[src/sv/loab_pkg.sv]
// Shared types and constants for the logo overlay alpha blend block.
// No dependencies; every other file of the block imports this package.
package loab_pkg;

    localparam int ID_W        = 32;
    localparam int WIN_W       = 16;
    localparam int PIX_W       = 8;
    localparam int FRAC_BITS   = 16;
    localparam int QUOT_W      = FRAC_BITS + 1;
    localparam int CFG_DATA_W  = 32;
    localparam int QUEUE_DEPTH = 4;

    localparam logic [PIX_W-1:0] OPAQUE_MAX = {PIX_W{1'b1}};

    typedef enum logic [2:0] {
        CFG_RANGE_START     = 3'd0,
        CFG_RANGE_END       = 3'd1,
        CFG_FADE_IN_FRAMES  = 3'd2,
        CFG_FADE_OUT_FRAMES = 3'd3,
        CFG_YUV_MODE        = 3'd4,
        CFG_GRAY_OUT        = 3'd5
    } cfg_index_t;

    typedef enum logic {
        CMD_FRAME = 1'b0,
        CMD_PIXEL = 1'b1
    } command_t;

    typedef enum logic [2:0] {
        BK_IDLE,
        BK_DIV,
        BK_FADE,
        BK_MIX,
        BK_EMIT
    } back_state_t;

    typedef struct packed {
        logic             command;
        logic [ID_W-1:0]  frame_id;
        logic [PIX_W-1:0] video_c0;
        logic [PIX_W-1:0] video_c1;
        logic [PIX_W-1:0] video_c2;
        logic [PIX_W-1:0] logo_c0;
        logic [PIX_W-1:0] logo_c1;
        logic [PIX_W-1:0] logo_c2;
        logic [PIX_W-1:0] opacity;
        logic             chroma_site;
    } loab_in_t;

    typedef struct packed {
        logic [PIX_W-1:0] out_c0;
        logic [PIX_W-1:0] out_c1;
        logic [PIX_W-1:0] out_c2;
        logic             frame_active;
    } loab_out_t;

    typedef struct packed {
        logic [ID_W-1:0]  range_start;
        logic [ID_W-1:0]  range_end;
        logic [WIN_W-1:0] fade_in_frames;
        logic [WIN_W-1:0] fade_out_frames;
        logic             yuv_mode;
        logic             gray_out;
    } loab_cfg_t;

    // One classified item as it travels from the front end to the back end.
    typedef struct packed {
        logic             is_frame;
        logic             in_range;
        logic             fade;
        logic [WIN_W-1:0] num;
        logic [WIN_W-1:0] den;
        logic [PIX_W-1:0] video_c0;
        logic [PIX_W-1:0] video_c1;
        logic [PIX_W-1:0] video_c2;
        logic [PIX_W-1:0] logo_c0;
        logic [PIX_W-1:0] logo_c1;
        logic [PIX_W-1:0] logo_c2;
        logic [PIX_W-1:0] opacity;
        logic             chroma_site;
    } loab_entry_t;

endpackage

[src/sv/loab_front.sv]
// Front end: input register and item classification (range test, fade window).
// Depends on loab_pkg.
module loab_front (
    input  logic                aclk,
    input  logic                aresetn,
    input  logic                s_valid,
    output logic                s_ready,
    input  loab_pkg::loab_in_t  s_data,
    input  loab_pkg::loab_cfg_t cfg,
    input  logic                q_full,
    output logic                q_push,
    output loab_pkg::loab_entry_t q_wdata
);
    import loab_pkg::*;

    logic        hold_valid_reg, hold_valid_next;
    loab_in_t    hold_reg, hold_next;
    logic [ID_W:0] diff_in, diff_out;
    logic [ID_W-1:0] d_in, d_out;
    logic        in_range, hit_in, hit_out;

    assign q_push  = hold_valid_reg && !q_full;
    assign s_ready = !hold_valid_reg || !q_full;

    always_comb begin
        hold_valid_next = hold_valid_reg;
        hold_next       = hold_reg;
        if (q_push) begin
            hold_valid_next = 1'b0;
        end
        if (s_valid && s_ready) begin
            hold_valid_next = 1'b1;
            hold_next       = s_data;
        end
    end

    always_ff @(posedge aclk) begin
        if (!aresetn) begin
            hold_valid_reg <= 1'b0;
        end else begin
            hold_valid_reg <= hold_valid_next;
        end
        hold_reg <= hold_next;
    end

    // The borrows of the two distances double as the range test.
    always_comb begin
        diff_in  = {1'b0, hold_reg.frame_id} - {1'b0, cfg.range_start};
        diff_out = {1'b0, cfg.range_end} - {1'b0, hold_reg.frame_id};
        d_in     = diff_in[ID_W-1:0];
        d_out    = diff_out[ID_W-1:0];
        in_range = !diff_in[ID_W] && !diff_out[ID_W];
        hit_in   = in_range && (d_in[ID_W-1:WIN_W] == '0)
                   && (d_in[WIN_W-1:0] < cfg.fade_in_frames);
        hit_out  = in_range && !hit_in && (d_out[ID_W-1:WIN_W] == '0)
                   && (d_out[WIN_W-1:0] < cfg.fade_out_frames);

        q_wdata.is_frame    = (hold_reg.command == CMD_FRAME);
        q_wdata.in_range    = in_range;
        q_wdata.fade        = hit_in || hit_out;
        q_wdata.num         = hit_in ? (cfg.fade_in_frames - d_in[WIN_W-1:0])
                                     : (cfg.fade_out_frames - d_out[WIN_W-1:0]);
        q_wdata.den         = hit_in ? cfg.fade_in_frames : cfg.fade_out_frames;
        q_wdata.video_c0    = hold_reg.video_c0;
        q_wdata.video_c1    = hold_reg.video_c1;
        q_wdata.video_c2    = hold_reg.video_c2;
        q_wdata.logo_c0     = hold_reg.logo_c0;
        q_wdata.logo_c1     = hold_reg.logo_c1;
        q_wdata.logo_c2     = hold_reg.logo_c2;
        q_wdata.opacity     = hold_reg.opacity;
        q_wdata.chroma_site = hold_reg.chroma_site;
    end

endmodule

[src/sv/loab_fifo.sv]
// Short first-in first-out queue of classified items between front and back end.
// Depends on loab_pkg.
module loab_fifo #(
    parameter int DEPTH = loab_pkg::QUEUE_DEPTH
) (
    input  logic                  aclk,
    input  logic                  aresetn,
    input  logic                  push,
    input  loab_pkg::loab_entry_t wdata,
    output logic                  full,
    input  logic                  pop,
    output loab_pkg::loab_entry_t rdata,
    output logic                  empty
);
    import loab_pkg::*;

    localparam int PTR_W = (DEPTH > 1) ? $clog2(DEPTH) : 1;
    localparam int CNT_W = $clog2(DEPTH + 1);
    localparam logic [PTR_W-1:0] LAST = PTR_W'(DEPTH - 1);

    loab_entry_t      mem [DEPTH];
    logic [PTR_W-1:0] wr_ptr_reg, wr_ptr_next;
    logic [PTR_W-1:0] rd_ptr_reg, rd_ptr_next;
    logic [CNT_W-1:0] count_reg, count_next;

    assign full  = (count_reg == CNT_W'(DEPTH));
    assign empty = (count_reg == '0);
    assign rdata = mem[rd_ptr_reg];

    always_comb begin
        wr_ptr_next = wr_ptr_reg;
        rd_ptr_next = rd_ptr_reg;
        count_next  = count_reg;
        if (push) begin
            wr_ptr_next = (wr_ptr_reg == LAST) ? '0 : wr_ptr_reg + 1'b1;
        end
        if (pop) begin
            rd_ptr_next = (rd_ptr_reg == LAST) ? '0 : rd_ptr_reg + 1'b1;
        end
        if (push && !pop) begin
            count_next = count_reg + 1'b1;
        end else if (pop && !push) begin
            count_next = count_reg - 1'b1;
        end
    end

    always_ff @(posedge aclk) begin
        if (!aresetn) begin
            wr_ptr_reg <= '0;
            rd_ptr_reg <= '0;
            count_reg  <= '0;
        end else begin
            wr_ptr_reg <= wr_ptr_next;
            rd_ptr_reg <= rd_ptr_next;
            count_reg  <= count_next;
        end
    end

    always_ff @(posedge aclk) begin
        if (push) begin
            mem[wr_ptr_reg] <= wdata;
        end
    end

endmodule

[src/sv/loab_div.sv]
// Serial restoring divider for the fade factor, one quotient bit per cycle.
// Depends on loab_pkg.
module loab_div (
    input  logic                            aclk,
    input  logic                            aresetn,
    input  logic                            start,
    input  logic [loab_pkg::WIN_W-1:0]      num,
    input  logic [loab_pkg::WIN_W-1:0]      den,
    output logic                            done,
    output logic [loab_pkg::QUOT_W-1:0]     quot
);
    import loab_pkg::*;

    localparam int CNT_W = $clog2(QUOT_W + 1);

    logic              busy_reg, busy_next;
    logic              done_reg, done_next;
    logic [CNT_W-1:0]  cnt_reg, cnt_next;
    logic [WIN_W:0]    rem_reg, rem_next;
    logic [WIN_W-1:0]  den_reg, den_next;
    logic [QUOT_W-1:0] quot_reg, quot_next;
    logic              ge;
    logic [WIN_W:0]    diff;

    assign done = done_reg;
    assign quot = quot_reg;

    // The numerator never exceeds the divisor, so the remainder stays below
    // twice the divisor and one compare and subtract settles each bit.
    always_comb begin
        ge        = (rem_reg >= {1'b0, den_reg});
        diff      = ge ? (rem_reg - {1'b0, den_reg}) : rem_reg;
        busy_next = busy_reg;
        done_next = 1'b0;
        cnt_next  = cnt_reg;
        rem_next  = rem_reg;
        den_next  = den_reg;
        quot_next = quot_reg;
        if (start) begin
            busy_next = 1'b1;
            cnt_next  = CNT_W'(QUOT_W);
            rem_next  = {1'b0, num};
            den_next  = den;
            quot_next = '0;
        end else if (busy_reg) begin
            rem_next  = {diff[WIN_W-1:0], 1'b0};
            quot_next = {quot_reg[QUOT_W-2:0], ge};
            cnt_next  = cnt_reg - 1'b1;
            if (cnt_reg == CNT_W'(1)) begin
                busy_next = 1'b0;
                done_next = 1'b1;
            end
        end
    end

    always_ff @(posedge aclk) begin
        if (!aresetn) begin
            busy_reg <= 1'b0;
            done_reg <= 1'b0;
            cnt_reg  <= '0;
        end else begin
            busy_reg <= busy_next;
            done_reg <= done_next;
            cnt_reg  <= cnt_next;
        end
        rem_reg  <= rem_next;
        den_reg  <= den_next;
        quot_reg <= quot_next;
    end

endmodule

[src/sv/loab_back.sv]
// Back end: frame state, opacity fade, component blend and the output register.
// Depends on loab_pkg; drives the fade divider loab_div from the top level.
module loab_back (
    input  logic                          aclk,
    input  logic                          aresetn,
    input  loab_pkg::loab_cfg_t           cfg,
    input  logic                          q_empty,
    input  loab_pkg::loab_entry_t         q_rdata,
    output logic                          q_pop,
    output logic                          div_start,
    output logic [loab_pkg::WIN_W-1:0]    div_num,
    output logic [loab_pkg::WIN_W-1:0]    div_den,
    input  logic                          div_done,
    input  logic [loab_pkg::QUOT_W-1:0]   div_quot,
    output logic                          m_valid,
    input  logic                          m_ready,
    output loab_pkg::loab_out_t           m_data
);
    import loab_pkg::*;

    localparam int PROD_W = 2 * PIX_W;
    localparam int FADE_W = PIX_W + QUOT_W;

    back_state_t       state_reg, state_next;
    loab_entry_t       cur_reg, cur_next;
    logic              in_range_reg, in_range_next;
    logic              fade_en_reg, fade_en_next;
    logic [QUOT_W-1:0] factor_reg, factor_next;
    logic [PIX_W-1:0]  opa_reg, opa_next;
    logic [PROD_W-1:0] pv_reg [3];
    logic [PROD_W-1:0] pv_next [3];
    logic [PROD_W-1:0] pl_reg [3];
    logic [PROD_W-1:0] pl_next [3];
    logic              out_valid_reg, out_valid_next;
    loab_out_t         out_reg, out_next;
    logic [FADE_W-1:0] fade_prod;
    logic [PIX_W-1:0]  inv_opa;
    logic [PIX_W-1:0]  mix [3];
    logic              do_chroma;
    loab_out_t         result;

    // floor(x / 255) for any 16-bit product of two 8-bit values.
    function automatic logic [PIX_W-1:0] div255(input logic [PROD_W-1:0] x);
        logic [PROD_W:0] s;
        s = {1'b0, x} + {{(PIX_W + 1){1'b0}}, x[PROD_W-1:PIX_W]} + 1'b1;
        return s[PROD_W-1:PIX_W];
    endfunction

    assign div_num = q_rdata.num;
    assign div_den = q_rdata.den;
    assign m_valid = out_valid_reg;
    assign m_data  = out_reg;

    always_comb begin
        fade_prod = FADE_W'(OPAQUE_MAX - cur_reg.opacity) * FADE_W'(factor_reg);
        inv_opa   = OPAQUE_MAX - opa_reg;
        for (int i = 0; i < 3; i++) begin
            mix[i] = div255(pv_reg[i]) + div255(pl_reg[i]);
        end
        do_chroma = !cfg.yuv_mode || (cur_reg.chroma_site && !cfg.gray_out);

        result.frame_active = in_range_reg;
        if (cur_reg.is_frame) begin
            result.out_c0 = '0;
            result.out_c1 = '0;
            result.out_c2 = '0;
        end else if (!in_range_reg) begin
            result.out_c0 = cur_reg.video_c0;
            result.out_c1 = cur_reg.video_c1;
            result.out_c2 = cur_reg.video_c2;
        end else begin
            result.out_c0 = mix[0];
            result.out_c1 = do_chroma ? mix[1] : cur_reg.video_c1;
            result.out_c2 = do_chroma ? mix[2] : cur_reg.video_c2;
        end
    end

    always_comb begin
        state_next     = state_reg;
        cur_next       = cur_reg;
        in_range_next  = in_range_reg;
        fade_en_next   = fade_en_reg;
        factor_next    = factor_reg;
        opa_next       = opa_reg;
        pv_next        = pv_reg;
        pl_next        = pl_reg;
        out_valid_next = out_valid_reg && !m_ready;
        out_next       = out_reg;
        q_pop          = 1'b0;
        div_start      = 1'b0;

        unique case (state_reg)
            BK_IDLE: begin
                if (!q_empty) begin
                    q_pop    = 1'b1;
                    cur_next = q_rdata;
                    if (!q_rdata.is_frame) begin
                        state_next = BK_FADE;
                    end else if (q_rdata.fade) begin
                        div_start  = 1'b1;
                        state_next = BK_DIV;
                    end else begin
                        in_range_next = q_rdata.in_range;
                        fade_en_next  = 1'b0;
                        factor_next   = '0;
                        state_next    = BK_EMIT;
                    end
                end
            end
            BK_DIV: begin
                if (div_done) begin
                    in_range_next = cur_reg.in_range;
                    fade_en_next  = 1'b1;
                    factor_next   = div_quot;
                    state_next    = BK_EMIT;
                end
            end
            BK_FADE: begin
                // The faded term never exceeds 255 - opacity, so no clamp.
                if (fade_en_reg) begin
                    opa_next = cur_reg.opacity + fade_prod[FRAC_BITS +: PIX_W];
                end else begin
                    opa_next = cur_reg.opacity;
                end
                state_next = BK_MIX;
            end
            BK_MIX: begin
                pv_next[0] = PROD_W'(cur_reg.video_c0) * PROD_W'(opa_reg);
                pv_next[1] = PROD_W'(cur_reg.video_c1) * PROD_W'(opa_reg);
                pv_next[2] = PROD_W'(cur_reg.video_c2) * PROD_W'(opa_reg);
                pl_next[0] = PROD_W'(cur_reg.logo_c0) * PROD_W'(inv_opa);
                pl_next[1] = PROD_W'(cur_reg.logo_c1) * PROD_W'(inv_opa);
                pl_next[2] = PROD_W'(cur_reg.logo_c2) * PROD_W'(inv_opa);
                state_next = BK_EMIT;
            end
            BK_EMIT: begin
                if (!out_valid_reg || m_ready) begin
                    out_valid_next = 1'b1;
                    out_next       = result;
                    state_next     = BK_IDLE;
                end
            end
            default: begin
                state_next = BK_IDLE;
            end
        endcase
    end

    always_ff @(posedge aclk) begin
        if (!aresetn) begin
            state_reg     <= BK_IDLE;
            in_range_reg  <= 1'b0;
            fade_en_reg   <= 1'b0;
            factor_reg    <= '0;
            out_valid_reg <= 1'b0;
        end else begin
            state_reg     <= state_next;
            in_range_reg  <= in_range_next;
            fade_en_reg   <= fade_en_next;
            factor_reg    <= factor_next;
            out_valid_reg <= out_valid_next;
        end
        cur_reg <= cur_next;
        opa_reg <= opa_next;
        pv_reg  <= pv_next;
        pl_reg  <= pl_next;
        out_reg <= out_next;
    end

endmodule

[src/sv/logo_overlay_alpha_blend_fade.sv]
// Top level of the logo overlay alpha blend block with frame-range fade.
// Depends on loab_pkg, loab_front, loab_fifo, loab_div and loab_back.
//
// Usage: items enter on the s_ channel (valid/ready, payload s_data). A frame
// start item tests its id against the rendering range and sets the fade
// factor; a pixel item blends the logo onto the video. Every item gives
// exactly one result transfer on the m_ channel (valid/ready, payload m_data).
// The cfg channel writes one register per transfer; cfg_ready is always high,
// and writes are expected only while the block is idle.
// A pixel passes the input register, the queue and the back-end idle, fade,
// mix and emit states before it reaches the output register and m_valid.
// The back-end sequencer takes one pixel at a time and runs the fade multiply,
// the blend products and the divide-by-255 in turn. A frame start without fade
// goes straight from the idle to the emit state; one with fade holds the back
// end while the serial divider produces one quotient bit per cycle.
// A four-entry queue between front and back end lets input transfers continue
// while the back end is busy or the receiver stalls; a stalled result simply
// waits in the output register. Reset clears the registers to their defaults,
// empties the queue and clears the frame state, so pixels pass through until
// the first frame start.
module logo_overlay_alpha_blend_fade #(
    parameter int QUEUE_DEPTH = loab_pkg::QUEUE_DEPTH
) (
    input  logic                              aclk,
    input  logic                              aresetn,
    input  logic                              s_valid,
    output logic                              s_ready,
    input  loab_pkg::loab_in_t                s_data,
    output logic                              m_valid,
    input  logic                              m_ready,
    output loab_pkg::loab_out_t               m_data,
    input  logic                              cfg_valid,
    output logic                              cfg_ready,
    input  loab_pkg::cfg_index_t              cfg_index,
    input  logic [loab_pkg::CFG_DATA_W-1:0]   cfg_data
);
    import loab_pkg::*;

    loab_cfg_t         cfg_reg, cfg_next;
    loab_entry_t       q_wdata, q_rdata;
    logic              q_push, q_pop, q_full, q_empty;
    logic              div_start, div_done;
    logic [WIN_W-1:0]  div_num, div_den;
    logic [QUOT_W-1:0] div_quot;

    // The register file takes a write in every cycle; unknown indexes are dropped.
    assign cfg_ready = 1'b1;

    always_comb begin
        cfg_next = cfg_reg;
        if (cfg_valid) begin
            unique case (cfg_index)
                CFG_RANGE_START:     cfg_next.range_start     = cfg_data[ID_W-1:0];
                CFG_RANGE_END:       cfg_next.range_end       = cfg_data[ID_W-1:0];
                CFG_FADE_IN_FRAMES:  cfg_next.fade_in_frames  = cfg_data[WIN_W-1:0];
                CFG_FADE_OUT_FRAMES: cfg_next.fade_out_frames = cfg_data[WIN_W-1:0];
                CFG_YUV_MODE:        cfg_next.yuv_mode        = cfg_data[0];
                CFG_GRAY_OUT:        cfg_next.gray_out        = cfg_data[0];
                default: begin
                end
            endcase
        end
    end

    always_ff @(posedge aclk) begin
        if (!aresetn) begin
            cfg_reg.range_start     <= '0;
            cfg_reg.range_end       <= '1;
            cfg_reg.fade_in_frames  <= '0;
            cfg_reg.fade_out_frames <= '0;
            cfg_reg.yuv_mode        <= 1'b0;
            cfg_reg.gray_out        <= 1'b0;
        end else begin
            cfg_reg <= cfg_next;
        end
    end

    // Front end: registers each input item and classifies it into the queue.
    loab_front u_front (
        .aclk    (aclk),
        .aresetn (aresetn),
        .s_valid (s_valid),
        .s_ready (s_ready),
        .s_data  (s_data),
        .cfg     (cfg_reg),
        .q_full  (q_full),
        .q_push  (q_push),
        .q_wdata (q_wdata)
    );

    loab_fifo #(
        .DEPTH (QUEUE_DEPTH)
    ) u_fifo (
        .aclk    (aclk),
        .aresetn (aresetn),
        .push    (q_push),
        .wdata   (q_wdata),
        .full    (q_full),
        .pop     (q_pop),
        .rdata   (q_rdata),
        .empty   (q_empty)
    );

    // The fade factor is floor(num * 2^16 / den) with num no larger than den.
    loab_div u_div (
        .aclk    (aclk),
        .aresetn (aresetn),
        .start   (div_start),
        .num     (div_num),
        .den     (div_den),
        .done    (div_done),
        .quot    (div_quot)
    );

    // Back end: keeps the frame state and produces one result per item.
    loab_back u_back (
        .aclk      (aclk),
        .aresetn   (aresetn),
        .cfg       (cfg_reg),
        .q_empty   (q_empty),
        .q_rdata   (q_rdata),
        .q_pop     (q_pop),
        .div_start (div_start),
        .div_num   (div_num),
        .div_den   (div_den),
        .div_done  (div_done),
        .div_quot  (div_quot),
        .m_valid   (m_valid),
        .m_ready   (m_ready),
        .m_data    (m_data)
    );

endmodule
[config.mk]
export PLATFORM = sky130hd
export DESIGN_NAME = logo_overlay_alpha_blend_fade
export DESIGN_NICKNAME = d
export VERILOG_FILES = /design/src/sv/loab_pkg.sv /design/src/sv/loab_front.sv /design/src/sv/loab_fifo.sv /design/src/sv/loab_div.sv /design/src/sv/loab_back.sv /design/src/sv/logo_overlay_alpha_blend_fade.sv
export SDC_FILE = /design/constraint.sdc
export NUM_CORES = 2
export LEC_CHECK = 0
export BUFFER_PORTS_ARGS = -buffer_cell sky130_fd_sc_hd__buf_2
export CAP_MARGIN = 20
export CORE_MARGIN = 5
export CORE_UTILIZATION = 58
export CTS_CLUSTER_DIAMETER = 60
export DETAILED_ROUTE_END_ITERATION = 10
export GPL_ROUTABILITY_DRIVEN = 0
export PLACE_DENSITY = 0.85
export SYNTH_ARGS = -nofsm -noshare
export SYNTH_HDL_FRONTEND = slang
export SYNTH_HIERARCHICAL = 1
export SYNTH_SLANG_ARGS = --single-unit
[constraint.sdc]
create_clock -name aclk -period 9 [get_ports aclk]
set_input_delay 1.8 -clock aclk [delete_from_list [all_inputs] [get_ports aclk]]
set_output_delay 1.8 -clock aclk [all_outputs]
set_load 0.01 [all_outputs]
# Word level (Yosys, flattened, before mapping)
# Memories as Yosys holds them, arrays and structs flattened. A register that Yosys moved wholly into a read port is not among the register bits.
# Cells that the tools add are included.
# classes
add_sub_neg	28
mul	7
n_lt_le_gt_ge	3
n_eq_ne	18
mux	54
n_bitwise	4
reduce_logical	48
# ops
operator	n
adder 16 x 1 -> 16 bit (second input constant)	6
adder 16 x 8 -> 16 bit	6
multiplier 8 x 8 -> 16 bit	6
2-to-1 mux 16 bit	5
2-to-1 mux 17 bit	4
subtractor 32 x 32 -> 33 bit	2
subtractor 16 bit	3
case mux 17 bit (2 select lines)	1
adder 8 bit	4
logical NOT 16 bit	2
< comparator 16 bit	2
multiplier 25 x 17 -> 24 bit	1
2-to-1 mux 1 bit	24
2-to-1 mux 24 bit	1
2-to-1 mux 8 bit	3
2-to-1 mux 3 bit	7
greater-or-equal comparator 17 x 16 -> 1 bit	1
AND reduction 2 bit	8
case mux 3 bit (5 select lines)	1
equality test 3 x 2 -> 1 bit (second input constant)	4
equality test 3 bit (second input constant)	4
logical AND 1 bit	12
logical NOT 1 bit	11
2-to-1 mux 5 bit	2
21 further kinds	42
# word_totals
ff_bits	464
ramBits	368
in_bits	130
output_inout_bits	28
wordCells	217
mem_count	1
# mem_list
name	depth	width	rd	rd_clocked_by_memory_dff	write_ports	line	source
u_fifo.mem	4	92	1	1	1	loab_fifo.sv:21	loab_entry_t mem [DEPTH];

# Longest topological paths before layout
# logic_depth
word_depth	10
mapped_depth	28
depth_no_buf	27

# By module
# The synthesis kept the hierarchy.
# by_module_without_submodules
module	n_inst	cells_per_inst	area_per_inst_um2	seq_area_each_um2
loab_back	1	2673	26404.1	6105.9
loab_fifo	1	524	13734.4	11230.8
loab_front	1	1026	9221.3	2722.6
logo_overlay_alpha_blend_fade	1	395	3986.3	1961.9
loab_div	1	302	3103.0	1461.4

# Worst setup path before layout
# OpenSTA, ideal clock, no wires.
# synth_timing
kind	register to register
start	register u_back.state_reg[0]
end	register u_div.rem_reg[0], enable pin
t_arrival_ns	8.487
required_time_ns	8.666
setup_slack_ns	0.179
stages_incl_launch_ff	7
path_buffers	3
period_less_slack_ns	8.821
cell_sequence	dfxtp_1 clkbuf_1 nor4_1 and3_1 clkbuf_1 clkbuf_1 or2_2
# synth_between
elab_chain_cells	3
# synth_lines
item	line	source
start, declared	loab_back.sv:24	back_state_t state_reg, state_next;
start signal, assigned	loab_back.sv:157	state_reg <= state_next;
logical NOT 3 bit	loab_back.sv:92	unique case (state_reg)
2-to-1 mux 1 bit	loab_back.sv:92	
via div_start	logo_overlay_alpha_blend_fade.sv:42	logic div_start, div_done;
nonzero test 2 bit (no line)	n/a	
end signal, assigned	loab_div.sv:66	rem_reg <= rem_next;
end, declared	loab_div.sv:19	logic [WIN_W:0] rem_reg, rem_next;
# The timed path passes the listed nets, and every way through them passes these cells.
# A chain may end at the register's enable or synchronous reset.

# Worst setup path after layout
# layout_timing
start	register u_back/cur_reg[3] in the netlist's numbering
end	register u_back.opa_reg[7] (data pin)
# layout_between
elab_chain_cells	4
# layout_lines
item	line	source
start, declared	loab_back.sv:25	loab_entry_t cur_reg, cur_next;
start signal, assigned	loab_back.sv:163	cur_reg <= cur_next;
subtractor 8 x 8 -> 9 bit	loab_back.sv:55	fade_prod = FADE_W'(OPAQUE_MAX - cur_reg.opacity) * FADE_W'(factor_reg);
multiplier 25 x 17 -> 24 bit	loab_back.sv:55	
adder 8 bit (*)	loab_back.sv:121	opa_next = cur_reg.opacity + fade_prod[FRAC_BITS +: PIX_W];
2-to-1 mux 8 bit (*)	loab_back.sv:120	if (fade_en_reg) begin
end signal, assigned	loab_back.sv:164	opa_reg <= opa_next;
end, declared	loab_back.sv:29	logic [PIX_W-1:0] opa_reg, opa_next;
# Mark *: on every way between the ends. The rest lies on a longest branch, timed or not.

==> results.yml <==
synth:
  seq_area_frac_synth: 0.416
  ys_seq_elements: 834
  yosysWarnings: 6
  synthFlopType: "edfxtp_1"
  synth_edf_count: 678
  synth_top_area_share: 0.361
  synthDistinctLibCells: 96
  async_reset_ff_frac: 0
  synth_area_mm2: 0.0564
  synth.area.top_cells: "edfxtp_1, fa_1, ha_1"
  syn_inst: 4920
  syn_avg_cell_area_um2: 11.5
  syn_nets: 5822
  yosys.area.top_type: "edfxtp_1"
detailed_routing:
  wl_per_cell_um: 19.6
  drc: 0
  drtAntennaViolNets: 0
  wl_mm: 124
  firstDrtPassIters: 6
  vias: 36900
  via_per_inst: 5.86
  drt_iter0_drc: 3197
clocking:
  clock_path_buffers: 3
  cts_max_level: 3
  insertion_delay_ns: 0.67
  cts_buffers: 90
  cts-root-buf: "clkbuf_16"
  ctsResizeCount: 0
  post-cts-setup-buffers: 0
  cts_num_sinks: 834
  clkTransAtPathRegs_ns: 0.06
  cts_hold_buf: 0
  cts_tree: "built"
placed_design:
  placed_area_mm2: 0.0576
  port_buffers: 156
  dp_hpwl_mm: 87.5
outcome:
  status: "completed"
final_layout:
  mostFrequentLayoutCells: "edfxtp_1, inv_1, ha_1, nand2_1, fa_1"
  stdcell_area_mm2: 0.0607
  nNetsFinal: 5851
  largest_register_ffs: 368
  layout_commonest_cell: "edfxtp_1"
  diodes: 0
  drive_gt1_frac: 0.0987
  syn2layout_area_growth_pct: 7.58
worst_setup_path:
  reg2reg_depth: 26
  cpPeakStageDelay_ns: 0.67
  cp_max_fo: 19
  worst_ep_arrival_time_ns: 7.41
  path_depth: 26
  cp-end-kind: "flip-flop"
  cp-start-kind: "flip-flop"
  cpMaxStageDelayCell: "edfxtp_1"
  critical_path_class: "flip-flop to flip-flop"
  critical_path_buf_inv_count: 3
  cpMostUsedCell: "fa_1"
  required_ns: 9.40
  cp_top_family: "adder cells"
floorplanning:
  die_y_um: 322
  coreArea_mm2: 0.0967
  die_w_um: 322
  ios: 158
  initial_core_util: 0.584
  dieArea_mm2: 0.104
  num_rows: 114
grt:
  antenna_found_initial: 1
  grt_remaining_overflow: 0
  grtUsageTotal: 0.241
  grt_pass1_wl_mm: 201
  grt_pass1_vias: 38300
  grt_max_degree: 103
timing:
  whs_ns: 0.456
  period_share: 0.779
  hold_viol: 0
  clock.fmax_mhz: 143
  relSlewSlack: 0.300
  fin_crit_ns: 7.01
  fin_setup_tns_ns: 0
  rsz0062_at_grt: "no"
  setup_viol: 0
  worstMarginPinSlew_ns: 1.05
  maxSlewViolCount: 0
  skew_ns: 0.0252
worst_hold_path:
  min_path_type: "flip-flop to flip-flop"
  hold-path-cell-count: 2
run:
  maxCapViolCount: 0
## cells by family (layout without fill, tap and decap cells)
family | count (synthesis) | in the layout | synth area share
AOI/OAI and AO/OA | 598 | 598 | 0.0691
xor gates and xnor gates | 216 | 216 | 0.0339
muxes | 275 | 275 | 0.0708
adders and majority gates | 772 | 772 | 0.213
other | 1 | 1 | 0.0000664
buffers and inverters | 819 | 926 | 0.0638
DFF | 834 | 834 | 0.416
and+or+nand+nor | 1405 | 1405 | 0.133
## worst min-delay path: stages (launching register included)
cell and delay [ns]:
dfxtp_1 0.31, nand2_1 0.05, mux2i_1 0.05
## per-layer routing
metal  global-route usage  vias up  part of all wire  wire, um
li1                     -    17000                 -         -
met1                0.321    18200              0.41     51000
met2                0.404     1444              0.48     59800
met3               0.0390      293             0.072      8870
met4               0.0854        0             0.034      4210
met5                    0        -                 0         0
## synth_stat cells, types with 92 or more instances
cell type	n
edfxtp_1	678
inv_1	570
ha_1	457
nand2_1	355
fa_1	315
nor2b_1	313
nand2b_1	190
a21oi_1	177
nor2_1	158
dfxtp_1	156
mux2i_1	156
xnor2_1	148
and2_1	120
o21ai_0	114
clkbuf_1	103
buf_4	94
mux4_2	92
## cell type report
cell class / count / area (um2)
Sequential cell: 834 / 23500
Fill cell: 7114 / 36000
Clock inverter: 68 / 698
Clock buffer: 102 / 2380
Multi-Input combinational cell: 3267 / 29400
Inverter: 570 / 2140
Tap cell: 1276 / 1600
Timing Repair Buffer: 186 / 1030
## through the flow
stage               utilization  setup slack, ns  std cells
floorplan                     -            0.179       4920
global placement          0.596             2.31       6132
detailed placement        0.596             1.96       6133
CTS                       0.628             1.95       6303
global route              0.628             1.37       6303
finish                    0.628             1.99       6303
## final timing paths
check	slack [ns]	end	startpoint
worst min register to register	0.46	cfg_reg[18]	cfg_reg[18]
worst min-delay path	0.46	cfg_reg[18]	cfg_reg[18]
worst max-delay path	1.99	u_back/opa_reg[7]	u_back/cur_reg[3]
worst max register to register	1.99	u_back/opa_reg[7]	u_back/cur_reg[3]
Power is not shown: default switching activity piles up to over one toggle a cycle in this logic, so the estimate is an artifact.
